File: src/hw/rtl/plbm_pkg.sv
package plbm_pkg;

   // One stored hit; the packed order makes a plain compare lexicographic on
   // (record, field, paragraph, sentence, word).
   typedef struct packed {
      logic [23:0] record_no;
      logic [7:0]  field_no;
      logic [14:0] paragraph_no;
      logic [14:0] sentence_no;
      logic [14:0] word_pos;
   } entry_type;

   typedef enum logic [1:0] {
      CMD_LOAD_A = 2'd0,
      CMD_LOAD_B = 2'd1,
      CMD_RUN    = 2'd2,
      CMD_NONE   = 2'd3
   } cmd_type;

   typedef enum logic [1:0] {
      MODE_AND = 2'd0,
      MODE_OR  = 2'd1,
      MODE_XOR = 2'd2,
      MODE_NOT = 2'd3
   } mode_type;

   typedef enum logic [1:0] {
      ST_IDLE,
      ST_FETCH,
      ST_STEP,
      ST_FINISH
   } state_type;

   typedef struct packed {
      logic [1:0]  cmd;
      logic [23:0] record_no;
      logic [7:0]  field_no;
      logic [14:0] paragraph_no;
      logic [14:0] sentence_no;
      logic [14:0] word_pos;
   } req_type;

   typedef struct packed {
      logic        hit_valid;
      logic [23:0] out_record;
      logic [7:0]  out_field;
      logic [14:0] out_paragraph;
      logic [14:0] out_sentence;
      logic [14:0] out_word;
      logic        last;
      logic        overflow;
   } rsp_type;

   // Requests from the merge controller to the result buffer.
   typedef struct packed {
      logic      push;
      logic      finish;
      logic      overflow;
      entry_type hit;
   } buf_cmd_type;

endpackage

File: src/hw/rtl/plbm_list_mem.sv
module plbm_list_mem #(
   parameter int LIST_DEPTH = 32
) (
   input  logic                                           clock,
   input  logic                                           wr_en,
   input  logic [(LIST_DEPTH > 1 ? $clog2(LIST_DEPTH) : 1)-1:0] wr_addr,
   input  plbm_pkg::entry_type                            wr_data,
   input  logic                                           rd_en,
   input  logic [(LIST_DEPTH > 1 ? $clog2(LIST_DEPTH) : 1)-1:0] rd_addr,
   output plbm_pkg::entry_type                            rd_data
);

   plbm_pkg::entry_type mem_ff [LIST_DEPTH];
   plbm_pkg::entry_type rd_data_ff;

   // Single write port.
   always_ff @(posedge clock) begin
      if (wr_en) begin
         mem_ff[wr_addr] <= wr_data;
      end
   end

   // Registered read; the data holds until the next enabled read.
   always_ff @(posedge clock) begin
      if (rd_en) begin
         rd_data_ff <= mem_ff[rd_addr];
      end
   end

   assign rd_data = rd_data_ff;

endmodule

File: config.mk
export PLATFORM = sky130hd
export DESIGN_NAME = plbm_list_mem
export DESIGN_NICKNAME = d
export VERILOG_FILES = /design/src/hw/rtl/plbm_pkg.sv /design/src/hw/rtl/plbm_list_mem.sv
export SDC_FILE = /design/constraint.sdc
export NUM_CORES = 2
export LEC_CHECK = 0
export BUFFER_PORTS_ARGS = -buffer_cell sky130_fd_sc_hd__buf_2
export CAP_MARGIN = 20
export CORE_MARGIN = 1
export CORE_UTILIZATION = 59
export DETAILED_ROUTE_END_ITERATION = 8
export PLACE_DENSITY_LB_ADDON = 0.3
export SLEW_MARGIN = 20
export SYNTH_ARGS = -nofsm -noshare
export SYNTH_HDL_FRONTEND = slang
export SYNTH_SLANG_ARGS = --single-unit
File: constraint.sdc
create_clock -name clock -period 8.8 [get_ports clock]
set_input_delay 0.88 -clock clock [delete_from_list [all_inputs] [get_ports clock]]
set_output_delay 0.88 -clock clock [all_outputs]
set_load 0.02 [all_outputs]
# ---- After elaboration in Yosys (flattened, before gate mapping)
# Memories as Yosys holds them, arrays and structs flattened. A register that Yosys moved wholly into a read port is not among the register bits.
# Index checks and enable logic that the tools add are counted.
dict set report word_totals {
  register_bits 0
  latchBits 0
  ram_bits 2464
  mem_bits_ro 0
  inputBits 90
  out_inout_bits 77
  elab_cells 3
  n_memories 1
}
# name words width rd rd_clocked_by_memory_dff wr line
set memory_table {}
lappend memory_table {mem_ff 32 77 1 1 1 plbm_list_mem.sv:13} ;# plbm_pkg::entry_type mem_ff [LIST_DEPTH];
dict set report op_classes {
  add_sub_neg 0
  multipliers 0
  div_mod_pow 0
  n_lt_le_gt_ge 0
  eq_ne 0
  shift 0
  muxes 2
  bitwise 0
  n_reduce_logical 0
}
# operator count
set op_table {}
lappend op_table {{$mux W1} 2}

# ---- Depth between registers and ports, before layout
dict set report logic_depth {
  word_depth 2
  mapped_depth 9
  depth_no_buf 4
}

# ---- Worst setup path before layout
# No wires, ideal clock.
dict set report synth_timing {
  kind {input to register}
  start {input wr_addr[1] (netlist bit)}
  end {memory mem_ff[12][0] (netlist bit) (enable)}
  setup_time_ns 0.513
  arrival_time_ns 4.753
  required_time_ns 8.287
  path_slack_ns 3.534
  path_stages 3
  path_buffers 1
  cell_sequence {or3b_2 -> clkbuf_1 -> nor2_1}
}
# element line
set synth_rtl {}
lappend synth_rtl {{start, declared} plbm_list_mem.sv:6} ;# input logic [(LIST_DEPTH > 1 ? $clog2(LIST_DEPTH) : 1)-1:0] wr_addr,
lappend synth_rtl {{end, declared} plbm_list_mem.sv:13}
# Straight into the memory's write port.

==> results.py <==
metrics = {
    "run_status": {
        "outcome": "finished clean",
    },
    "synthesis": {
        "synthArstFlopShare_pct": 0,
        "yosysSeqAreaShare_pct": 79.4,
        "synth_edf_count": 2541,
        "syn_area_per_cell_um2": 21.2,
        "synthTopCellsByArea": "edfxtp_1 79%, mux4_2 7.2%, mux2i_1 6.4%",
        "syn_nets": 4614,
        "ys.flop_type": "edfxtp_1",
        "syn-cell-area_um2": 96000,
        "synth_cells": 4524,
        "synth.most_common_cell": "edfxtp_1",
        "synth_cell_types": 34,
        "synth_warnings": 0,
        "synth_top_cells_by_count": "2541 x edfxtp_1, 614 x mux2i_1, 395 x a22oi_1",
        "yosys_register_bits": 2541,
        "synth_top_area_cell": "edfxtp_1",
        "synth_top_area_share_pct": 79.4,
    },
    "critical_path": {
        "crit_type": "in -> reg",
        "cpPeakStageDelay_ns": 0.94,
        "crit_path_end_kind": "register",
        "path_cells": "buf_4 > nor2b_4 > nor2b_4 > buf_4 > a22oi_1 > nand3_1",
        "worstPathRequired_ns": 9.48,
        "cpLargestDelayFamily": "simple AND/OR/NAND/NOR gates",
        "critPathBufInv": 2,
        "critPathArrivalTime_ns": 4.39,
        "startpoint_type": "input pin",
        "critical_path.slowest_cell": "nor2b_4",
        "critPathMaxFanout": 46,
    },
    "layout": {
        "multi_input_area_um2": 18800,
        "final_cells": 7135,
        "layout.nets": 4866,
        "final_core_util_pct": 66.3,
        "stdcell_area_um2": 107000,
        "drive_gt1_share_pct": 19.0,
        "fillers": 10300,
        "register_area_um2": 76300,
        "syn2layout_area_growth_pct": 11.3,
    },
    "routing": {
        "wl_um": 233000,
        "drt_first_pass_iters": 5,
        "wire_per_inst_um": 32.7,
        "vias_per_cell": 6.69,
        "drc": 0,
        "ant_nets": 0,
        "vias": 47700,
        "drt-initial-drc-count": 6206,
    },
    "global_route": {
        "grt_util_all_layers_pct": 28.6,
        "grt_antenna_before_repair": 26,
        "grt_max_degree": 139,
        "grt_pass1_wl_um": 330000,
        "grt_overflow_total": 0,
        "grt_pass1_vias": 47300,
    },
    "power_and_ir_drop": {
        "power-per-cell-area_nw_per_um2": 228,
        "p_leak_uw": 0.0349,
        "ir_drop_mv": 0.237,
    },
    "place": {
        "pre_cts_slack_ns": 4.23,
        "port_buffers": 166,
        "dp.cells": 6700,
        "dp_hpwl_um": 115000,
        "gp_congestion": 0.758,
        "post_dp_cell_area_um2": 99600,
    },
    "clocking": {
        "post-cts-setup-buffer-count": 0,
        "cts.reportedPaths.clkPinSlew_ns": 0.06,
        "postCtsHoldBufs": 0,
        "ctsResizeCount": 0,
        "numCtsBuffers": 233,
        "cts_buffer_depth": 3,
        "numClockSinks": 2541,
        "cts_tree": "done",
        "root_buffer": "clkbuf_16",
        "clk_latency_ns": 0.87,
        "htree_levels": 4,
    },
    "timing": {
        "relSlewSlack_pct": 15.3,
        "fin_crit_sh_pct": 42.1,
        "hold_viol_final": 0,
        "fmax_mhz": 270,
        "period_minus_slack_ns": 3.70,
        "fin_ws_ns": 5.10,
        "setup_viol_count_final": 0,
        "fin_tns_setup_ns": 0,
        "rsz0062_at_grt": "false",
        "finClkSkew_ns": 0.0333,
        "finalMaxSlewViolations": 0,
        "worst_slew_pin_slew_ns": 1.27,
    },
    "die": {
        "fp-row-count": 147,
        "io_pins": 167,
        "core_region_area_um2": 161000,
        "die_area_um2": 164000,
        "dieHeight_um": 405,
        "fp.dieW_um": 405,
        "start_util_pct": 59.6,
    },
    "job": {
        "drv_cap": 0,
    },
    "hold_path": {
        "min_path_type": "in -> reg",
    },
}
report_power, final:
| group | switching, uW | internal [uW] |
|---|---|---|
| combinational | 769 | 385 |
| clock | 4280 | 5390 |
| sequential | 61.3 | 13500 |
stage by stage:
stage	total power, uW	hold slack (ns)
2_1_floorplan	14500	0.626
3_3_place_gp	14900	0.681
3_5_place_dp	15000	0.684
4_1_cts	24500	0.446
5_1_grt	25000	0.490
6_report	24400	0.498
layout make-up:
cell class	count	area share, %
flip-flops and latches	2541	71.4
multi-input cells	1728	17.5
clock buffers	299	5.77
well taps	2160	2.53
repair buffers	271	1.71
clock inverters	127	1.03
diodes	8	0.0187
inverters	1	0.00351
worst register-to-register path: cells and delay by family, from the launching register on:
kind             cells  cell delay [ns]
flip-flops           1             0.37
AO/OA/AOI/OAI        1             0.62
multiplexers         1             0.45
AND/OR/NAND/NOR      2             0.27
layout by cell type (no fill, tap or decap), types with 6 or more instances in the layout:
cell type  count
a21oi_1       15
a22o_1        44
a22oi_1      395
a31oi_1       44
and2_1         6
buf_12        14
buf_2        161
buf_4         93
bufinv_16     16
clkbuf_1      62
clkbuf_16    237
clkinv_1      58
clkinv_2      39
diode_2        8
edfxtp_1    2541
mux2i_1      614
mux4_2       309
nand2_1       23
nand3_1      154
nand4_1       33
nor2_4        37
nor2b_1        8
nor2b_4        7
metal layers:
| metal | global-route usage, % | routed length, um | vias to the layer above | part of all wire, % |
|---|---|---|---|---|
| met5 | 0 | 149 | - | 0.064 |
| met4 | 10.7 | 8560 | 24 | 3.7 |
| met3 | 5.53 | 23200 | 503 | 9.9 |
| met2 | 46.2 | 114000 | 2776 | 49 |
| met1 | 39.0 | 87400 | 24900 | 37 |
| li1 | - | - | 19500 | - |
state kept, by name (all words and copies together), names as in the netlist:
register	count
mem_ff	2464
rd_data	77
cell families (layout without fill, tap and decap cells):
group                  after synthesis  count (layout)  share of synthesized area [%]
AO/OA/AOI/OAI                      506             506                           3.92
buffers and inverters              255             698                           1.40
flip-flops                        2541            2541                           79.4
multiplexers                       924             924                           13.7
other                                0               8                              0
AND/OR/NAND/NOR                    298             298                           1.57
worst paths after layout:
kind / startpoint / end / slack (ns) / cells past startpoint
max: rd_addr[1] / rd_data[36] / 5.10 / 6
min: wr_data[6] / mem_ff[12][6] / 0.50 / 1
max reg2reg: mem_ff[8][11] / rd_data[11] / 6.81 / 4
min reg2reg: mem_ff[20][1] / rd_data[1] / 0.69 / 4
(Power assumes the default switching activity.)
