<file path="src/hw/rtl/plbm_pkg.sv">
package plbm_pkg;

   // One stored hit; the packed order makes a plain compare lexicographic on
   // (record, field, paragraph, sentence, word).
   typedef struct packed {
      logic [23:0] record_no;
      logic [7:0]  field_no;
      logic [14:0] paragraph_no;
      logic [14:0] sentence_no;
      logic [14:0] word_pos;
   } entry_type;

   typedef enum logic [1:0] {
      CMD_LOAD_A = 2'd0,
      CMD_LOAD_B = 2'd1,
      CMD_RUN    = 2'd2,
      CMD_NONE   = 2'd3
   } cmd_type;

   typedef enum logic [1:0] {
      MODE_AND = 2'd0,
      MODE_OR  = 2'd1,
      MODE_XOR = 2'd2,
      MODE_NOT = 2'd3
   } mode_type;

   typedef enum logic [1:0] {
      ST_IDLE,
      ST_FETCH,
      ST_STEP,
      ST_FINISH
   } state_type;

   typedef struct packed {
      logic [1:0]  cmd;
      logic [23:0] record_no;
      logic [7:0]  field_no;
      logic [14:0] paragraph_no;
      logic [14:0] sentence_no;
      logic [14:0] word_pos;
   } req_type;

   typedef struct packed {
      logic        hit_valid;
      logic [23:0] out_record;
      logic [7:0]  out_field;
      logic [14:0] out_paragraph;
      logic [14:0] out_sentence;
      logic [14:0] out_word;
      logic        last;
      logic        overflow;
   } rsp_type;

   // Requests from the merge controller to the result buffer.
   typedef struct packed {
      logic      push;
      logic      finish;
      logic      overflow;
      entry_type hit;
   } buf_cmd_type;

endpackage

</file>
<file path="src/hw/rtl/plbm_merge_ctrl.sv">
module plbm_merge_ctrl #(
   parameter int LIST_DEPTH = 32
) (
   input  logic                                           clock,
   input  logic                                           reset,
   input  logic                                           req_valid,
   output logic                                           req_stall,
   input  plbm_pkg::req_type                              req_data,
   input  logic                                           csr_wr_en,
   input  logic [1:0]                                     csr_wr_data,
   output logic                                           wr_a_en,
   output logic                                           wr_b_en,
   output logic [(LIST_DEPTH > 1 ? $clog2(LIST_DEPTH) : 1)-1:0] wr_a_addr,
   output logic [(LIST_DEPTH > 1 ? $clog2(LIST_DEPTH) : 1)-1:0] wr_b_addr,
   output plbm_pkg::entry_type                            wr_entry,
   output logic                                           rd_en,
   output logic [(LIST_DEPTH > 1 ? $clog2(LIST_DEPTH) : 1)-1:0] rd_a_addr,
   output logic [(LIST_DEPTH > 1 ? $clog2(LIST_DEPTH) : 1)-1:0] rd_b_addr,
   input  plbm_pkg::entry_type                            rd_a_data,
   input  plbm_pkg::entry_type                            rd_b_data,
   output plbm_pkg::buf_cmd_type                          buf_cmd,
   input  logic                                           buf_ready
);

   localparam int AW = (LIST_DEPTH > 1) ? $clog2(LIST_DEPTH) : 1;
   localparam int CW = $clog2(LIST_DEPTH + 1);

   plbm_pkg::state_type state_ff;
   plbm_pkg::state_type state_in;
   plbm_pkg::mode_type  mode_ff;
   plbm_pkg::mode_type  mode_in;
   logic [CW-1:0]       count_a_ff;
   logic [CW-1:0]       count_a_in;
   logic [CW-1:0]       count_b_ff;
   logic [CW-1:0]       count_b_in;
   logic [CW-1:0]       idx_a_ff;
   logic [CW-1:0]       idx_a_in;
   logic [CW-1:0]       idx_b_ff;
   logic [CW-1:0]       idx_b_in;
   logic [23:0]         skip_ff;
   logic [23:0]         skip_in;
   logic                dropped_ff;
   logic                dropped_in;

   logic req_take;
   logic a_left;
   logic b_left;
   logic a_full;
   logic b_full;
   logic rec_lt;
   logic rec_gt;
   logic key_lt;
   logic key_gt;
   logic is_xor;
   logic take_a;
   logic take_b;
   logic walk_done;
   logic emit_a;
   logic emit_b;
   logic inc_a;
   logic inc_b;
   logic set_skip;
   logic step_ok;

   assign req_stall = (state_ff != plbm_pkg::ST_IDLE);
   assign req_take  = req_valid && !req_stall;

   assign a_left = idx_a_ff < count_a_ff;
   assign b_left = idx_b_ff < count_b_ff;
   assign a_full = count_a_ff >= CW'(LIST_DEPTH);
   assign b_full = count_b_ff >= CW'(LIST_DEPTH);

   // Key comparison of the two heads read from the lists.
   assign rec_lt = rd_a_data.record_no < rd_b_data.record_no;
   assign rec_gt = rd_a_data.record_no > rd_b_data.record_no;
   assign key_lt = rd_a_data < rd_b_data;
   assign key_gt = rd_a_data > rd_b_data;
   assign is_xor = (mode_ff == plbm_pkg::MODE_XOR);

   // One merge step: which head is emitted and which index advances.
   always_comb begin
      walk_done = 1'b0;
      emit_a    = 1'b0;
      emit_b    = 1'b0;
      inc_a     = 1'b0;
      inc_b     = 1'b0;
      set_skip  = 1'b0;
      take_a    = 1'b0;
      take_b    = 1'b0;
      case (mode_ff)
         plbm_pkg::MODE_AND: begin
            if (!(a_left && b_left)) begin
               walk_done = 1'b1;
            end else if (rec_lt) begin
               inc_a = 1'b1;
            end else if (rec_gt) begin
               inc_b = 1'b1;
            end else begin
               emit_a = 1'b1;
               inc_a  = 1'b1;
               inc_b  = 1'b1;
            end
         end
         plbm_pkg::MODE_OR, plbm_pkg::MODE_XOR: begin
            take_b = !a_left || (b_left && (is_xor ? rec_gt : key_gt));
            take_a = !b_left || (a_left && (is_xor ? rec_lt : key_lt));
            if (!a_left && !b_left) begin
               walk_done = 1'b1;
            end else if (take_b) begin
               emit_b = !is_xor || (rd_b_data.record_no != skip_ff);
               inc_b  = 1'b1;
            end else if (take_a) begin
               emit_a = !is_xor || (rd_a_data.record_no != skip_ff);
               inc_a  = 1'b1;
            end else begin
               // Equal keys: OR emits A once, XOR marks the record as shared.
               emit_a   = !is_xor;
               set_skip = is_xor;
               inc_a    = 1'b1;
               inc_b    = 1'b1;
            end
         end
         plbm_pkg::MODE_NOT: begin
            if (!a_left) begin
               walk_done = 1'b1;
            end else if (!b_left || rec_lt) begin
               emit_a = 1'b1;
               inc_a  = 1'b1;
            end else if (rec_gt) begin
               inc_b = 1'b1;
            end else begin
               inc_a = 1'b1;
            end
         end
         default: begin
            walk_done = 1'b1;
         end
      endcase
   end

   assign step_ok = !(emit_a || emit_b) || buf_ready;

   // Next state.
   always_comb begin
      state_in = state_ff;
      case (state_ff)
         plbm_pkg::ST_IDLE: begin
            if (req_take && (req_data.cmd == plbm_pkg::CMD_RUN)) begin
               state_in = plbm_pkg::ST_FETCH;
            end
         end
         plbm_pkg::ST_FETCH: begin
            state_in = plbm_pkg::ST_STEP;
         end
         plbm_pkg::ST_STEP: begin
            if (walk_done) begin
               state_in = plbm_pkg::ST_FINISH;
            end else if (step_ok) begin
               state_in = plbm_pkg::ST_FETCH;
            end
         end
         plbm_pkg::ST_FINISH: begin
            if (buf_ready) begin
               state_in = plbm_pkg::ST_IDLE;
            end
         end
         default: begin
            state_in = plbm_pkg::ST_IDLE;
         end
      endcase
   end

   // Outputs toward the memories and the result buffer.
   always_comb begin
      wr_a_en         = 1'b0;
      wr_b_en         = 1'b0;
      rd_en           = 1'b0;
      buf_cmd.push    = 1'b0;
      buf_cmd.finish  = 1'b0;
      buf_cmd.overflow = dropped_ff;
      buf_cmd.hit     = emit_a ? rd_a_data : rd_b_data;
      case (state_ff)
         plbm_pkg::ST_IDLE: begin
            wr_a_en = req_take && (req_data.cmd == plbm_pkg::CMD_LOAD_A) && !a_full;
            wr_b_en = req_take && (req_data.cmd == plbm_pkg::CMD_LOAD_B) && !b_full;
         end
         plbm_pkg::ST_FETCH: begin
            rd_en = 1'b1;
         end
         plbm_pkg::ST_STEP: begin
            buf_cmd.push = !walk_done && (emit_a || emit_b);
         end
         plbm_pkg::ST_FINISH: begin
            buf_cmd.finish = 1'b1;
         end
         default: begin
            rd_en = 1'b0;
         end
      endcase
   end

   assign wr_a_addr = count_a_ff[AW-1:0];
   assign wr_b_addr = count_b_ff[AW-1:0];
   assign rd_a_addr = idx_a_ff[AW-1:0];
   assign rd_b_addr = idx_b_ff[AW-1:0];
   assign wr_entry.record_no    = req_data.record_no;
   assign wr_entry.field_no     = req_data.field_no;
   assign wr_entry.paragraph_no = req_data.paragraph_no;
   assign wr_entry.sentence_no  = req_data.sentence_no;
   assign wr_entry.word_pos     = req_data.word_pos;

   // Counts, walk indexes, skip record, drop flag and mode.
   always_comb begin
      mode_in    = mode_ff;
      count_a_in = count_a_ff;
      count_b_in = count_b_ff;
      idx_a_in   = idx_a_ff;
      idx_b_in   = idx_b_ff;
      skip_in    = skip_ff;
      dropped_in = dropped_ff;
      if (csr_wr_en) begin
         mode_in = plbm_pkg::mode_type'(csr_wr_data);
      end
      if (wr_a_en) begin
         count_a_in = count_a_ff + CW'(1);
      end
      if (wr_b_en) begin
         count_b_in = count_b_ff + CW'(1);
      end
      if (req_take && (((req_data.cmd == plbm_pkg::CMD_LOAD_A) && a_full)
                       || ((req_data.cmd == plbm_pkg::CMD_LOAD_B) && b_full))) begin
         dropped_in = 1'b1;
      end
      if (req_take && (req_data.cmd == plbm_pkg::CMD_RUN)) begin
         idx_a_in = '0;
         idx_b_in = '0;
         skip_in  = '0;
      end
      if ((state_ff == plbm_pkg::ST_STEP) && !walk_done && step_ok) begin
         if (inc_a) begin
            idx_a_in = idx_a_ff + CW'(1);
         end
         if (inc_b) begin
            idx_b_in = idx_b_ff + CW'(1);
         end
         if (set_skip) begin
            skip_in = rd_a_data.record_no;
         end
      end
      if ((state_ff == plbm_pkg::ST_FINISH) && buf_ready) begin
         count_a_in = '0;
         count_b_in = '0;
         dropped_in = 1'b0;
      end
   end

   always_ff @(posedge clock) begin
      if (reset) begin
         state_ff   <= plbm_pkg::ST_IDLE;
         mode_ff    <= plbm_pkg::MODE_AND;
         count_a_ff <= '0;
         count_b_ff <= '0;
         idx_a_ff   <= '0;
         idx_b_ff   <= '0;
         skip_ff    <= '0;
         dropped_ff <= 1'b0;
      end else begin
         state_ff   <= state_in;
         mode_ff    <= mode_in;
         count_a_ff <= count_a_in;
         count_b_ff <= count_b_in;
         idx_a_ff   <= idx_a_in;
         idx_b_ff   <= idx_b_in;
         skip_ff    <= skip_in;
         dropped_ff <= dropped_in;
      end
   end

`ifndef SYNTHESIS
   // A list never holds more entries than its memory.
   assert property (@(posedge clock) disable iff (reset)
      (count_a_ff <= CW'(LIST_DEPTH)) && (count_b_ff <= CW'(LIST_DEPTH)))
      else $error("list count beyond depth");

   // The walk never runs past the loaded entries.
   assert property (@(posedge clock) disable iff (reset)
      (state_ff != plbm_pkg::ST_IDLE) |-> ((idx_a_ff <= count_a_ff) && (idx_b_ff <= count_b_ff)))
      else $error("walk index past list end");

   // Closing a run empties both lists.
   assert property (@(posedge clock) disable iff (reset)
      ((state_ff == plbm_pkg::ST_FINISH) && buf_ready) |=>
      ((state_ff == plbm_pkg::ST_IDLE) && (count_a_ff == '0) && (count_b_ff == '0) && !dropped_ff))
      else $error("run did not clear the lists");
`endif

endmodule
</file>
<file path="config.mk">
export PLATFORM = sky130hd
export DESIGN_NAME = plbm_merge_ctrl
export DESIGN_NICKNAME = d
export VERILOG_FILES = /design/src/hw/rtl/plbm_pkg.sv /design/src/hw/rtl/plbm_merge_ctrl.sv
export SDC_FILE = /design/constraint.sdc
export NUM_CORES = 1
export LEC_CHECK = 0
export BUFFER_PORTS_ARGS = -buffer_cell sky130_fd_sc_hd__buf_4
export CAP_MARGIN = 20
export CORE_AREA = 2 2 165 167
export DETAILED_ROUTE_END_ITERATION = 8
export DIE_AREA = 0 0 167 169
export PLACE_DENSITY = 0.51
export SYNTH_ARGS = -nofsm -noshare
export SYNTH_HDL_FRONTEND = slang
export SYNTH_SLANG_ARGS = --single-unit
</file>
<file path="constraint.sdc">
create_clock -name clock -period 6.6 [get_ports clock]
set_input_delay 0.99 -clock clock [delete_from_list [all_inputs] [get_ports clock]]
set_output_delay 0.99 -clock clock [all_outputs]
set_load 0.01 [all_outputs]
</file>
# Word-level counts from Yosys, hierarchy flattened
# Index checks and enable logic that the tools add are counted.
# word_totals
regBits,53
latchBits,0
mem_bits_rw,0
mem_bits_ro,0
elab_cells,131
mem_count,0
# classes
add_sub_neg,4
mul,0
div,0
n_lt_le_gt_ge,8
eq_ne,13
shift,0
n_mux,58
bitwise,0
n_reduce_logical,40
# ops
op,count
77-bit > comparator,1
77-bit < comparator,1
77-bit two-way mux,1
24-bit two-way mux,3
24-bit != test,2
1-bit two-way mux,39
6-bit two-way mux,6
6-bit by 1-bit adder with 6-bit output (second input constant),4
24-bit > comparator,1
24-bit < comparator,1
1-bit logical AND,17
6-bit greater-or-equal comparator (second input constant),2
6-bit < comparator,2
1-bit one-hot mux with 3 select lines,4
2-bit equality test (second input constant),5
1-bit zero test,8
1-bit logical OR,8
2-bit two-way mux,4
2-bit one-hot mux with 4 select lines,1
2-bit by 1-bit equality test with 1-bit output (second input constant),3
2-bit zero test,3
2-bit != test (second input constant),2
2-bit OR reduction,2
3-bit != test (second input constant),1
2 further kinds,2

# Depth between registers and ports, before layout
# logic_depth
word_depth,14
mapped_depth,15
depth_no_buf,12

# Least setup slack after synthesis
# Ideal clock, no wire load.
# synth_timing
kind,input -> output
startpoint,in rd_b_data[60] (netlist bit)
endpoint,out buf_cmd[0] (netlist bit)
t_arrival_ns,3.675
setup_slack_ns,1.935
cell_stages,13
cell_sequence,inv_1 > ha_1 > a21oi_2 > o21ai_1 > a211o_1 > o31a_1 > a2111oi_4 > a22oi_4 > nor2_1 > a21o_1 > buf_2 > buf_6 > mux2_1
# synth_lines
item,line_no,rtl
from (decl),plbm_merge_ctrl.sv:20,"input plbm_pkg::entry_type rd_b_data,"
to (decl),plbm_merge_ctrl.sv:21,"output plbm_pkg::buf_cmd_type buf_cmd,"

==> key figures <==
Synthesis
  • Mean Syn Cell Area: 7.33 um2
  • Count leader, synth: nand2_1
  • Register area share after synthesis: 15.0%
  • Post-synth EDFFs: 0
  • Area of the mapped netlist: 7070 um2
  • Main synth FF type: dfxtp_1
  • Ys async rst share: 0%
  • Top cells by count, synth: 154 x nand2_1, 109 x inv_1, 106 x buf_4
  • #FFs+latches synth: 53
  • Syn Inst Count: 964
  • Unique masters post-synth: 69
  • Post-synth top area share: 17.2%
  • Cell accounting for the most synthesized area: ha_1
  • Net Count, Synth: 1301
  • YS warnings: 0
  • Synth top area cells: ha_1 17%, dfxtp_1 15%, buf_4 11%, nand2_1 8.2%, inv_1 5.8%

Hold path
  • WHS Path Cells: 2
  • Hold Crit Class: reg -> reg
  • Hold_sp: dropped_ff

Timing
  • Max_slew headroom: 31.3%
  • Final Critical Period: 5.77 ns
  • Final hold violations: 0
  • Final Max Tran Viols: 0
  • Worst-Margin Slew: 1.03 ns
  • RSZ-0062 raised after global routing: no
  • Period utilisation layout: 87.5%
  • Fmax: 173 MHz
  • Final setup violation count: 0
  • Final TNS setup: 0 ns
  • Clock Skew: 0.00834 ns

Detailed routing
  • Number of remaining DRC errors: 0
  • Final wirelength: 22900 um
  • Post-route antenna net violation count: 0
  • WL per Instance: 15.7 um
  • DRT iter0 DRCs: 280
  • TritonRoute pass-1 iters: 4
  • Via count: 6786
  • Via density: 4.66

Global routing
  • GRT overflow: 0
  • GRT Total Usage: 15.4%
  • Number of global-route vias before repair: 6609
  • First-pass GRT wire length: 35200 um
  • Initial antenna violation count: 0
  • Largest net degree at the start of global routing: 65

Finish
  • Share of layout cells above drive strength 1: 26.9%
  • Nets: 1452
  • Post-route cell area: 8780 um2
  • Area growth syn-to-layout: 24.2%
  • Ant diodes: 0

Worst setup path
  • Cells on worst reg2reg path: 12
  • Nature of the critical path startpoint: primary input
  • R2r startpoint: count_a_ff[1]
  • WP data required: 5.61 ns
  • Crit end category: primary output
  • Crit path kind: in -> out
  • Critical path startpoint: rd_b_data[67]
  • Critical path peak fanout: 64
  • CP Data Arrival Time: 4.78 ns

Clock network
  • Clk_lat worst skew: 0.31 ns
  • H-Tree Depth: 2
  • Post-CTS Repair Setup Buffers: 0
  • Clock-pin slew on the worst setup and hold paths: 0.08 ns
  • Total clock sinks: 53
  • CTS tree: yes
  • Clock root buffer master: clkbuf_16
  • Hold buffers post-CTS: 0
  • CTS Buf Count: 5
  • Cts repair resizes: 0
  • Longest Clk Path Bufs: 2

Die
  • Die ar.: 28200 um2
  • Rows: 60
  • Die Ht: 169 um
  • IO Pins: 421
  • Core Region: 26500 um2
  • Initial core utilization: 26.7%
  • Width of the die: 167 um

Run status
  • Outcome: completed

Pwr
  • Static leakage: 4.23 nW
  • Pwr/cell area: 113 nW/um2
  • Max IR drop VDD: 0.0000909 V

Place
  • GP Congestion: 0.870
  • HPWL Detailed: 19400 um
  • I/O Buffers: 266
  • DP Area: 8630 um2

Flow run
  • Max Cap Viol: 0
path summary, 6_finish.rpt:
check | to | slack, ns
worst max register to register | skip_ff[6] | 2.98
worst max-delay path | buf_cmd[51] | 0.83
worst min-delay path | dropped_ff | 0.48
worst min register to register | dropped_ff | 0.48
state kept, by name (all words and copies together) (netlist names):
register    flops
skip_ff        24
count_a_ff      6
count_b_ff      6
idx_a_ff        6
idx_b_ff        6
mode_ff         2
state_ff        2
dropped_ff      1
cells by family after synthesis:
group                    count (synthesis)  share of synthesized area (%)
AND/OR/NAND/NOR                        294                           19.8
buffers and inverters                  235                           18.7
AO/OA/AOI/OAI                          193                           17.2
adder cells (fa/ha/maj)                 97                           17.2
XOR/XNOR                                58                           7.19
flip-flops                              53                           15.0
multiplexers                            34                           4.85
metal layers:
layer | vias to the layer above | global-route usage (%) | routed length (um)
met5 | - | 0 | 0
met4 | 0 | 3.75 | 454
met3 | 46 | 3.20 | 1170
met2 | 165 | 26.0 | 10600
met1 | 3092 | 20.2 | 10600
li1 | 3483 | - | -
layout make-up:
type,count,area (um2)
inverters,109,409
multi-input cells,676,4690
flip-flops and latches,53,1060
clock buffers,5,125
fillers,2919,17700
clock inverters,3,22.5
well taps,341,427
repair buffers,270,2040
layout by cell type (no fill, tap or decap), types with 20 or more instances in the layout:
cell / count
dfxtp_1: 53
buf_4: 269
mux2i_1: 32
inv_1: 109
o21ai_1: 20
xnor2_1: 39
o21ai_0: 74
a21oi_1: 36
ha_1: 97
nor2_1: 41
nand4_1: 29
nand2_1: 154
power breakdown:
group          internal, mW  switching (mW)  leakage, nW
clock network         0.142           0.138       0.0738
registers             0.322         0.00361        0.427
logic                 0.188           0.200         3.73
total                 0.652           0.342         4.23
worst max-delay path: stages:
cell      delay, ns
buf_4          0.09
inv_1          0.05
ha_1           0.30
nand4_2        0.17
nor3_1         0.62
nand4_1        0.27
nand4b_1       0.28
a31oi_1        0.30
a22oi_4        0.12
nor2_1         0.26
a21o_4         0.58
buf_4          0.37
nand2_1        0.08
o21ai_0        0.10
buf_4          0.17
per-stage QoR:
stage	instances	worst slack [ns]	hold WS, ns	power, mW	utilization, %
after floorplan	964	1.94	0.441	0.570	-
after global placement	1449	0.696	0.461	0.723	32.6
after detailed placement	1449	0.668	0.468	0.724	32.6
after CTS	1457	0.661	0.487	1.01	33.1
after global routing	1457	0.445	0.521	1.06	33.1
final	1457	0.827	0.478	0.994	33.1
Power figures use the tool's default switching activity.
