`src/hw/rtl/plbm_pkg.sv`:
```
package plbm_pkg;

   // One stored hit; the packed order makes a plain compare lexicographic on
   // (record, field, paragraph, sentence, word).
   typedef struct packed {
      logic [23:0] record_no;
      logic [7:0]  field_no;
      logic [14:0] paragraph_no;
      logic [14:0] sentence_no;
      logic [14:0] word_pos;
   } entry_type;

   typedef enum logic [1:0] {
      CMD_LOAD_A = 2'd0,
      CMD_LOAD_B = 2'd1,
      CMD_RUN    = 2'd2,
      CMD_NONE   = 2'd3
   } cmd_type;

   typedef enum logic [1:0] {
      MODE_AND = 2'd0,
      MODE_OR  = 2'd1,
      MODE_XOR = 2'd2,
      MODE_NOT = 2'd3
   } mode_type;

   typedef enum logic [1:0] {
      ST_IDLE,
      ST_FETCH,
      ST_STEP,
      ST_FINISH
   } state_type;

   typedef struct packed {
      logic [1:0]  cmd;
      logic [23:0] record_no;
      logic [7:0]  field_no;
      logic [14:0] paragraph_no;
      logic [14:0] sentence_no;
      logic [14:0] word_pos;
   } req_type;

   typedef struct packed {
      logic        hit_valid;
      logic [23:0] out_record;
      logic [7:0]  out_field;
      logic [14:0] out_paragraph;
      logic [14:0] out_sentence;
      logic [14:0] out_word;
      logic        last;
      logic        overflow;
   } rsp_type;

   // Requests from the merge controller to the result buffer.
   typedef struct packed {
      logic      push;
      logic      finish;
      logic      overflow;
      entry_type hit;
   } buf_cmd_type;

endpackage

```
`src/hw/rtl/plbm_rsp_buf.sv`:
```
module plbm_rsp_buf (
   input  logic                  clock,
   input  logic                  reset,
   input  plbm_pkg::buf_cmd_type buf_cmd,
   output logic                  buf_ready,
   output logic                  rsp_valid,
   input  logic                  rsp_stall,
   output plbm_pkg::rsp_type     rsp_data
);

   // The newest hit waits here until the walk shows whether it is the last one.
   logic                pend_valid_ff;
   logic                pend_valid_in;
   plbm_pkg::entry_type pend_hit_ff;
   plbm_pkg::entry_type pend_hit_in;
   logic                pend_ovf_ff;
   logic                pend_ovf_in;
   logic                rsp_valid_ff;
   logic                rsp_valid_in;
   plbm_pkg::rsp_type   rsp_ff;
   plbm_pkg::rsp_type   rsp_in;
   logic                out_free;

   assign out_free  = !rsp_valid_ff || !rsp_stall;
   assign buf_ready = buf_cmd.push ? (!pend_valid_ff || out_free) : out_free;

   // Next values of the pending slot and the output register.
   always_comb begin
      pend_valid_in = pend_valid_ff;
      pend_hit_in   = pend_hit_ff;
      pend_ovf_in   = pend_ovf_ff;
      rsp_in        = rsp_ff;
      rsp_valid_in  = rsp_valid_ff && rsp_stall;
      if (buf_cmd.push && buf_ready) begin
         if (pend_valid_ff) begin
            rsp_in.hit_valid     = 1'b1;
            rsp_in.out_record    = pend_hit_ff.record_no;
            rsp_in.out_field     = pend_hit_ff.field_no;
            rsp_in.out_paragraph = pend_hit_ff.paragraph_no;
            rsp_in.out_sentence  = pend_hit_ff.sentence_no;
            rsp_in.out_word      = pend_hit_ff.word_pos;
            rsp_in.last          = 1'b0;
            rsp_in.overflow      = pend_ovf_ff;
            rsp_valid_in         = 1'b1;
         end
         pend_valid_in = 1'b1;
         pend_hit_in   = buf_cmd.hit;
         pend_ovf_in   = buf_cmd.overflow;
      end else if (buf_cmd.finish && buf_ready) begin
         if (pend_valid_ff) begin
            rsp_in.hit_valid     = 1'b1;
            rsp_in.out_record    = pend_hit_ff.record_no;
            rsp_in.out_field     = pend_hit_ff.field_no;
            rsp_in.out_paragraph = pend_hit_ff.paragraph_no;
            rsp_in.out_sentence  = pend_hit_ff.sentence_no;
            rsp_in.out_word      = pend_hit_ff.word_pos;
            rsp_in.overflow      = pend_ovf_ff;
         end else begin
            // Empty merge: a single marker without a hit.
            rsp_in           = '0;
            rsp_in.overflow  = buf_cmd.overflow;
         end
         rsp_in.last   = 1'b1;
         rsp_valid_in  = 1'b1;
         pend_valid_in = 1'b0;
      end
   end

   // Control state.
   always_ff @(posedge clock) begin
      if (reset) begin
         pend_valid_ff <= 1'b0;
         rsp_valid_ff  <= 1'b0;
      end else begin
         pend_valid_ff <= pend_valid_in;
         rsp_valid_ff  <= rsp_valid_in;
      end
   end

   // Payload.
   always_ff @(posedge clock) begin
      pend_hit_ff <= pend_hit_in;
      pend_ovf_ff <= pend_ovf_in;
      rsp_ff      <= rsp_in;
   end

   assign rsp_valid = rsp_valid_ff;
   assign rsp_data  = rsp_ff;

`ifndef SYNTHESIS
   // Closing a run always leaves a final transfer in the output register.
   assert property (@(posedge clock) disable iff (reset)
      (buf_cmd.finish && buf_ready) |=> (rsp_valid_ff && rsp_ff.last))
      else $error("finish did not produce a last result");

   // A hit displaced from the pending slot is never marked last.
   assert property (@(posedge clock) disable iff (reset)
      (buf_cmd.push && buf_ready && pend_valid_ff) |=> (rsp_valid_ff && !rsp_ff.last))
      else $error("displaced hit marked last");
`endif

endmodule

```
`config.mk`:
```
export PLATFORM = sky130hd
export DESIGN_NAME = plbm_rsp_buf
export DESIGN_NICKNAME = d
export VERILOG_FILES = /design/src/hw/rtl/plbm_pkg.sv /design/src/hw/rtl/plbm_rsp_buf.sv
export SDC_FILE = /design/constraint.sdc
export NUM_CORES = 1
export LEC_CHECK = 0
export BUFFER_PORTS_ARGS = -buffer_cell sky130_fd_sc_hd__buf_2
export CORE_MARGIN = 4
export CORE_UTILIZATION = 46
export DETAILED_ROUTE_END_ITERATION = 12
export HOLD_SLACK_MARGIN = 0.15
export PLACE_DENSITY = 0.78
export SKIP_CTS_REPAIR_TIMING = 1
export SLEW_MARGIN = 20
export SYNTH_ARGS = -nofsm -noshare
export SYNTH_HDL_FRONTEND = slang
export SYNTH_SLANG_ARGS = --single-unit
```
`constraint.sdc`:
```
create_clock -name clock -period 6.1 [get_ports clock]
set_input_delay 1.22 -clock clock [delete_from_list [all_inputs] [get_ports clock]]
set_output_delay 1.22 -clock clock [all_outputs]
set_load 0.01 [all_outputs]
```
# ---- Word-level counts from Yosys, hierarchy flattened
# Index checks and enable logic that the tools add are counted.
dict set report op_classes {
  n_eq_ne 1
  mux 11
  reduce_logical 10
}
# op n
set op_table {}
lappend op_table {{two-way mux 80 bit} 3}
lappend op_table {{two-way mux 78 bit} 1}
lappend op_table {{two-way mux 1 bit} 7}
lappend op_table {{logical AND 1 bit} 3}
lappend op_table {{zero test 1 bit} 3}
lappend op_table {{logical OR 1 bit} 2}
lappend op_table {{!= test 2 bit, second input constant} 1}
lappend op_table {{AND reduction 2 bit} 1}
lappend op_table {{nonzero test 2 bit} 1}
dict set report word_totals {
  register_bits 160
  input_bits 83
  output_inout_bits 82
  wordCells 38
}

# ---- Depth between registers and ports, before layout
# Gate-level depths: netlist of run 1.
dict set report logic_depth {
  depth_word 7
  depth_mapped 5
  depth_no_buf 3
}

# ---- Worst setup path before layout of run 1
# Ideal clock, no wire load.
dict set report synth_path {
  path_type {input -> register}
  startpoint {input port buf_cmd[79] in the netlist's numbering}
  endpoint {register rsp_ff (netlist bit rsp_data[0]), enable pin}
  arrival_time_ns 5.236
  required_ns 5.555
  setup_slack_ns 0.319
  stages 2
  n_path_buf 0
  path_cell_list {mux2i_1 a21oi_1}
}
dict set report synth_via {
  elab_chain_len 4
  word_cells_on_any_way 6
  cone_classes {1 x eq/ne; 1 x mux; 4 x reduce/logical}
}
# element line
set synth_lines {}
lappend synth_lines {{start: declaration} plbm_rsp_buf.sv:4} ;# input plbm_pkg::buf_cmd_type buf_cmd,
lappend synth_lines {{two-way mux 1 bit} plbm_rsp_buf.sv:25} ;# assign buf_ready = buf_cmd.push ? (!pend_valid_ff || out_free) : out_free;
lappend synth_lines {{logical AND 1 bit (on tied branches)} {plbm_rsp_buf.sv:34, plbm_rsp_buf.sv:49}}
lappend synth_lines {{!= test 2 bit (no source line) or nonzero test 2 bit (tied branches)} -}
lappend synth_lines {{AND reduction 2 bit (no source line) *} -}
lappend synth_lines {{end signal: assignment} plbm_rsp_buf.sv:84} ;# rsp_ff <= rsp_in;
lappend synth_lines {{end: declaration} plbm_rsp_buf.sv:20} ;# plbm_pkg::rsp_type rsp_ff;
# Every way passes the cells marked *; elsewhere a longest branch is shown, timed or not.
# A chain may end at the register's enable or synchronous reset.

# ---- Final worst setup path of run 1
dict set report layout_path {
  startpoint {input port rsp_stall}
  endpoint {output port buf_ready}
}
dict set report layout_via {
  elab_chain_len 4
}
# element line
set layout_lines {}
lappend layout_lines {{start: declaration} plbm_rsp_buf.sv:7} ;# input logic rsp_stall,
lappend layout_lines {{zero test 1 bit *} plbm_rsp_buf.sv:24} ;# assign out_free = !rsp_valid_ff || !rsp_stall;
lappend layout_lines {{logical OR 1 bit *} plbm_rsp_buf.sv:24}
lappend layout_lines {{logical OR 1 bit} plbm_rsp_buf.sv:25}
lappend layout_lines {{two-way mux 1 bit *} plbm_rsp_buf.sv:25}
lappend layout_lines {{end: declaration} plbm_rsp_buf.sv:5} ;# output logic buf_ready,
# Marked as above.

==> results of run 1 <==
==> cells in the mapped netlist <==
| cell | n |
|---|---|
| a21oi_1 | 2 |
| a311oi_1 | 1 |
| and2_1 | 78 |
| buf_2 | 1 |
| buf_6 | 2 |
| clkbuf_2 | 5 |
| dfxtp_1 | 2 |
| edfxtp_1 | 158 |
| inv_1 | 1 |
| inv_2 | 1 |
| mux2_4 | 1 |
| mux2i_1 | 1 |
| nand2_1 | 2 |
| nand3_1 | 1 |
| nor2_2 | 1 |
| o21bai_1 | 1 |
==> per-layer routing <==
| layer | part of all wire [%] | global-route usage, % | up-vias |
|---|---|---|---|
| met5 | 0 | 0 | - |
| met4 | 2.0 | 5.34 | 0 |
| met3 | 10 | 6.37 | 13 |
| met2 | 50 | 21.9 | 122 |
| met1 | 38 | 16.4 | 1284 |
| li1 | - | - | 1302 |
==> how the worst max path moves through the flow <==
stage	from	to	slack (ns)	cells past startpoint
after floorplan	buf_cmd[79]	rsp_data[0]$_DFFE_PP_	0.32	2
after global placement	rsp_stall	buf_ready	3.18	4
after detailed placement	rsp_stall	buf_ready	3.15	4
after CTS	rsp_stall	buf_ready	3.14	4
after global routing	rsp_stall	buf_ready	3.10	4
final	rsp_stall	buf_ready	3.15	4
==> flip-flops by register name, indices dropped and copies added (netlist names) <==
signal	cells
rsp_data	80
pend_hit_ff	77
pend_ovf_ff	1
pend_valid_ff	1
rsp_valid	1
==> cell families (layout without fill, tap and decap cells) <==
family | count (synthesis) | after routing | synth area share (%)
DFF | 160 | 160 | 88.6
and+or+nand+nor | 82 | 82 | 9.38
buffers and inverters | 10 | 199 | 1.11
AOI/OAI and AO/OA | 4 | 4 | 0.486
muxes | 2 | 2 | 0.463
==> final cells by class <==
cell class	count	share of cell area [%]
Clock buffer	18	6.17
Clock inverter	13	2.11
Inverter	2	0.108
Multi-Input combinational cell	88	8.22
Sequential cell	160	68.8
Tap cell	143	2.57
Timing Repair Buffer	166	12.0
==> worst max-delay path: cells and delay by family <==
family                 cells  cell delay (ns)
AND/OR/NAND/NOR            1             0.08
buffers and inverters      2             0.26
AO/OA/AOI/OAI              1             0.16
==> power groups by stage <==
stage               combinational (mW)  sequential [mW]  clock (mW)
floorplan                       0.0574             1.37           0
global placement                 0.159             1.34           0
detailed placement               0.165             1.34           0
CTS                              0.165             1.32        1.05
global route                     0.179             1.33        1.10
finish                           0.161             1.32        1.02
==> summary.md, run 1 <==
| Metric | Value |
|---|---|
| Status | finished clean |
| Worst reg-to-reg path cell count | 3 |
| Rel. slew slack | 32.8% |
| Register share of total power | 52.8% |
| Clock Path Buffers | 2 |
| Num CTS Buffers | 17 |
| Reg clk slew, reported paths | 0.06 ns |
| Clk Tree Root Cell | clkbuf_16 |
| Worst R2R End | rsp_data[47]$_DFFE_PP_ |
| Full die area | 0.0135 sq mm |
| Post-Layout Cell Count | 590 |
| CTS tree | yes |
| Area share of the largest cell type after synthesis | 87.8% |
| Average wire per standard cell | 15.5 microns |
| Total power | 2.50 mW |
| P_sw | 0.497 mW |
| Syn_area_per_cell | 20.9 sq um |
| Sequential share of the synthesized area | 88.6% |
| Syn. warnings | 0 |
| Crit-path max cell delay | 0.16 ns |
| Starting DRT DRC Count | 200 |
| Share of cells above drive strength 1 | 44.1% |
| First-pass GRT wire length | 13600 microns |
| Yosys reg bits | 160 |
| Gr ovfl total | 0 |
| Hold path endpoint | rsp_data[17]$_DFFE_PP_ |
| Max-slew violations | 0 |
| Initial Utilization | 47.1% |
| Initial antenna violation count | 0 |
| I/O Buffers | 164 |
| Final Skew | 0.00734 ns |
| Clk_lat worst skew | 0.40 ns |
| Post-Syn Nets | 341 |
| Fin worst setup slack | 3.15 ns |
| Post-DP HPWL | 5990 microns |
| Worst EP required | 4.88 ns |
| CP cell instances | buf_2 -> nand2_1 -> o21bai_1 -> buf_2 |
| Worst path arrival time | 1.73 ns |
| Final core utilization | 60.6% |
| Worst min path class | reg -> reg |
| Final hold slack | 0.514 ns |
| Worst reg2reg path startpoint | pend_valid_ff$_SDFFE_PP0P_ |
| Setup CP Type | in -> out |
| Commonest non-fill, non-tap cell in the layout | buf_2 |
| CP Capture Type | primary output |
| P&R area growth vs syn | 28.7% |
| Vias in the first global route | 2675 |
| Multi-input logic area | 572 sq um |
| Sw frac | 19.9% |
| Cell Area, Placed | 0.00638 sq mm |
| Drt drc | 0 |
| PwrDens | 359 mW/mm^2 |
| Final worst path period need | 2.95 ns |
| Hold path depth | 1 |
| Worst path most repeated cell | buf_2 |
| DR pass1 iterations | 5 |
| Placed Cells | 559 |
| Core Box Area | 0.0115 sq mm |
| # fillers | 871 |
| Cell-internal power | 2.00 mW |
| Die height | 116 microns |
| Final ANT Viol Nets | 0 |
| Via density per instance | 4.61 |
| Post-Synthesis Cell Area | 0.00540 sq mm |
| Final hold violations | 0 |
| Most frequent cells in the layout | buf_2 (164), edfxtp_1 (158), and2_1 (77), clkbuf_16 (17), clkinv_1 (4) |
| Cell area after layout | 0.00695 sq mm |
| Via count | 2721 |
| Maxcap violations | 0 |
| Highest Clock Rate | 0.339 GHz |
| Die Wd | 116 microns |
| Num ports | 165 |
| GP Congestion | 0.728 |
| Synth area leaders | edfxtp_1 (88%), and2_1 (9.0%), dfxtp_1 (0.74%), clkbuf_2 (0.46%), buf_6 (0.42%) |
| IR Drop Worst-Case VDD | 0.209 mV |
| Yosys top cell by area | edfxtp_1 |
| Worst hold start | pend_hit_ff[15]$_DFFE_PP_ |
| Distinct cells, synth | 16 |
| CP Launch Type | primary input |
| Logic pwr share | 6.4% |
| RSZ-0062 raised after global routing | false |
| Worst Tran Pin Value | 1.01 ns |
| Leakage | 2.74 nW |
| Seq. cell area | 0.00478 sq mm |
| Pre-CTS WS | 3.15 ns |
| Routed wire length | 9120 microns |
| Syn Inst Count | 258 |
| Final setup fails | 0 |
| Std-Cell Rows | 39 |
| Slowest stage cell on the critical path | o21bai_1 |
| Fin nets | 518 |
| R2R Setup Slk | 4.25 ns |
| Worst-path fanout max | 3 |
| Fin crit share | 48.4% |
| CTS Sinks | 160 |
| Ant diodes | 0 |
| Largest net degree at the start of global routing | 81 |
| Clock share of power | 40.7% |
| Total track usage | 13.7% |
| Setup TNS | 0 ns |
| # H-tree levels | 4 |
(Power assumes the default switching activity.)
==> run 2, diff against run 1 <==
--- a/config.mk
+++ b/config.mk
@@ -7,10 +7,10 @@
 export LEC_CHECK = 0
 export BUFFER_PORTS_ARGS = -buffer_cell sky130_fd_sc_hd__buf_2
 export CORE_MARGIN = 4
-export CORE_UTILIZATION = 46
+export CORE_UTILIZATION = 50
 export DETAILED_ROUTE_END_ITERATION = 12
 export HOLD_SLACK_MARGIN = 0.15
-export PLACE_DENSITY = 0.78
+export PLACE_DENSITY = 0.8
 export SKIP_CTS_REPAIR_TIMING = 1
 export SLEW_MARGIN = 20
 export SYNTH_ARGS = -nofsm -noshare
==> constraint.sdc (replaced) <==
create_clock -name clock -period 2.9 [get_ports clock]
set_input_delay 0.58 -clock clock [delete_from_list [all_inputs] [get_ports clock]]
set_output_delay 0.58 -clock clock [all_outputs]
set_load 0.01 [all_outputs]
==> summary.md, run 2 (synthesis gave the netlist of run 1 again) <==
| Metric | Value |
|---|---|
| Final setup fails | 0 (unchanged) |
| Max reg flops | 80 (unchanged) |
| Clock share of power | 38.0% (-2.7 points) |
| First-pass GRT wire length | 14200 microns (+4.8%) |
| P&R area growth vs syn | 28.0% |
| Clk_lat worst skew | 0.50 ns (+0.10 ns) |
| Worst reg2reg path startpoint | rsp_valid$_SDFF_PP0_ |
| GP Congestion | 0.736 (+1.1%) |
| Final core utilization | 66.4% (+5.8 points) |
| Worst min path class | in -> reg |
| RSZ-0062 raised after global routing | false |
| Setup CP Type | reg -> out |
| Post-DP HPWL | 6350 microns (+6.0%) |
| Worst-path fanout max | 4 (+1) |
| Rel. slew slack | 70.8% (+38 points) |
| Reg clk slew, reported paths | 0.06 ns (about the same) |
| Vias in the first global route | 2734 (+2.2%) |
| Share of cells above drive strength 1 | 44.4% (+0.37 points) |
| Via density per instance | 4.61 (about the same) |
| Largest net degree at the start of global routing | 81 (unchanged) |
| Register share of total power | 55.1% (+2.3 points) |
| Drt drc | 0 (unchanged) |
| CTS tree | yes |
| Num ports | 165 (unchanged) |
| Leakage | 2.74 nW (-0.31%) |
| Core Box Area | 0.0104 sq mm (-9.2%) |
| Worst path arrival time | 1.33 ns (-0.40 ns) |
| # H-tree levels | 4 (unchanged) |
| PwrDens | 728 mW/mm^2 (+100%) |
| Average wire per standard cell | 15.4 microns (about the same) |
| Full die area | 0.0125 sq mm (-7.5%) |
| Top cell family by delay on the critical path | flip-flops |
| Highest Clock Rate | 0.523 GHz |
| Via count | 2701 (-0.74%) |
| Gr ovfl total | 0 (unchanged) |
| Max-slew violations | 0 (unchanged) |
| Commonest non-fill, non-tap cell in the layout | buf_2 |
| Die Wd | 112 microns (-3.8%) |
| P_sw | 1.03 mW (+110%) |
| Worst EP required | 2.32 ns (-2.56 ns) |
| Buf+Inv Stages, Crit Path | 1 (-1) |
| Final worst path period need | 1.91 ns |
| Starting DRT DRC Count | 84 (-58%) |
| Std-Cell Rows | 37 (-5.1%) |
| Multi-input logic area | 572 sq um (unchanged) |
| Fin nets | 520 (+0.39%) |
| Worst Tran Pin Value | 0.438 ns (-0.571 ns) |
| Initial Utilization | 51.9% (+4.8 points) |
| DR pass1 iterations | 4 (-1) |
| Slowest stage cell on the critical path | dfxtp_1 |
| CP Launch Type | flop |
| Status | finished clean |
| Fin crit share | 65.9% |
| Cell-internal power | 4.00 mW (+100%) |
| Setup TNS | 0 ns (unchanged) |
| Crit-path max cell delay | 0.42 ns (+0.26 ns) |
| Final Skew | 0.00579 ns (-0.00155 ns) |
| Most frequent cells in the layout | buf_2 (164), edfxtp_1 (158), and2_1 (77), clkbuf_16 (16), clkinv_2 (5) |
| Clk Tree Root Cell | clkbuf_8 |
| Num CTS Buffers | 17 (unchanged) |
| Critical path launch point | rsp_valid$_SDFF_PP0_ |
| Final hold violations | 0 (unchanged) |
| Final ANT Viol Nets | 0 (unchanged) |
| CP Capture Type | primary output |
| Seq. cell area | 0.00478 sq mm (unchanged) |
| Sw frac | 20.5% (+0.62 points) |
| Routed wire length | 9050 microns (-0.76%) |
| Die height | 112 microns (-3.8%) |
| Initial antenna violation count | 1 (+1) |
| Clock Path Buffers | 2 (unchanged) |
| # fillers | 727 (-17%) |
| Logic pwr share | 6.8% (+0.4 points) |
| I/O Buffers | 164 (unchanged) |
| CTS Sinks | 160 (unchanged) |
| CP cell instances | nand2_1 -> o21bai_1 -> buf_2 |
| IR Drop Worst-Case VDD | 0.384 mV (+83%) |
| Total track usage | 15.1% (+1.4 points) |
| Worst hold start | buf_cmd[27] |
| Ant diodes | 0 (unchanged) |
| Maxcap violations | 0 (unchanged) |
## run 2: area by class of cell
| type | instances | share of cell area [%] |
|---|---|---|
| Timing Repair Buffer | 168 | 12.5 |
| Multi-Input combinational cell | 88 | 8.27 |
| Sequential cell | 160 | 69.2 |
| Clock inverter | 13 | 1.41 |
| Tap cell | 136 | 2.46 |
| Clock buffer | 19 | 6.10 |
| Inverter | 2 | 0.109 |
## run 2: final timing paths
kind,endpoint,slack [ns],depth (start not counted)
worst max-delay path,buf_ready,0.99,3
worst min-delay path,pend_hit_ff[27]$_DFFE_PP_,0.25,1
worst max register to register,pend_hit_ff[10]$_DFFE_PP_,1.24,3
worst min register to register,rsp_data[34]$_DFFE_PP_,0.52,1
## run 2: stage by stage
stage / instances / power (mW) / hold WS, ns / setup slack, ns / cell area [sq um]
CTS: 586 / 5.09 / 0.216 / 0.961 / 6920
global route: 586 / 5.25 / 0.217 / 0.868 / 6920
global placement: 554 / 3.16 / 0.498 / 0.924 / 6400
detailed placement: 554 / 3.18 / 0.502 / 0.870 / 6400
finish: 586 / 5.03 / 0.249 / 0.989 / 6920
floorplan: 258 / 2.99 / 0.497 / 0.409 / 5420
## run 2: routing by layer
| layer | up-vias | share of wire (%) | track usage (%) |
|---|---|---|---|
| li1 | 1307 | - | - |
| met1 | 1266 | 36 | 17.0 |
| met2 | 103 | 53 | 25.6 |
| met3 | 23 | 8.0 | 5.92 |
| met4 | 2 | 2.2 | 6.49 |
| met5 | - | 0.14 | 0 |
## run 2: power by group through the flow
stage / Sequential (mW) / Clock [mW] / Combinational (mW)
after floorplan: 2.87 / 0 / 0.123
final: 2.77 / 1.91 / 0.345
after global placement: 2.82 / 0 / 0.341
after global routing: 2.79 / 2.09 / 0.379
after CTS: 2.78 / 1.96 / 0.352
after detailed placement: 2.82 / 0 / 0.353
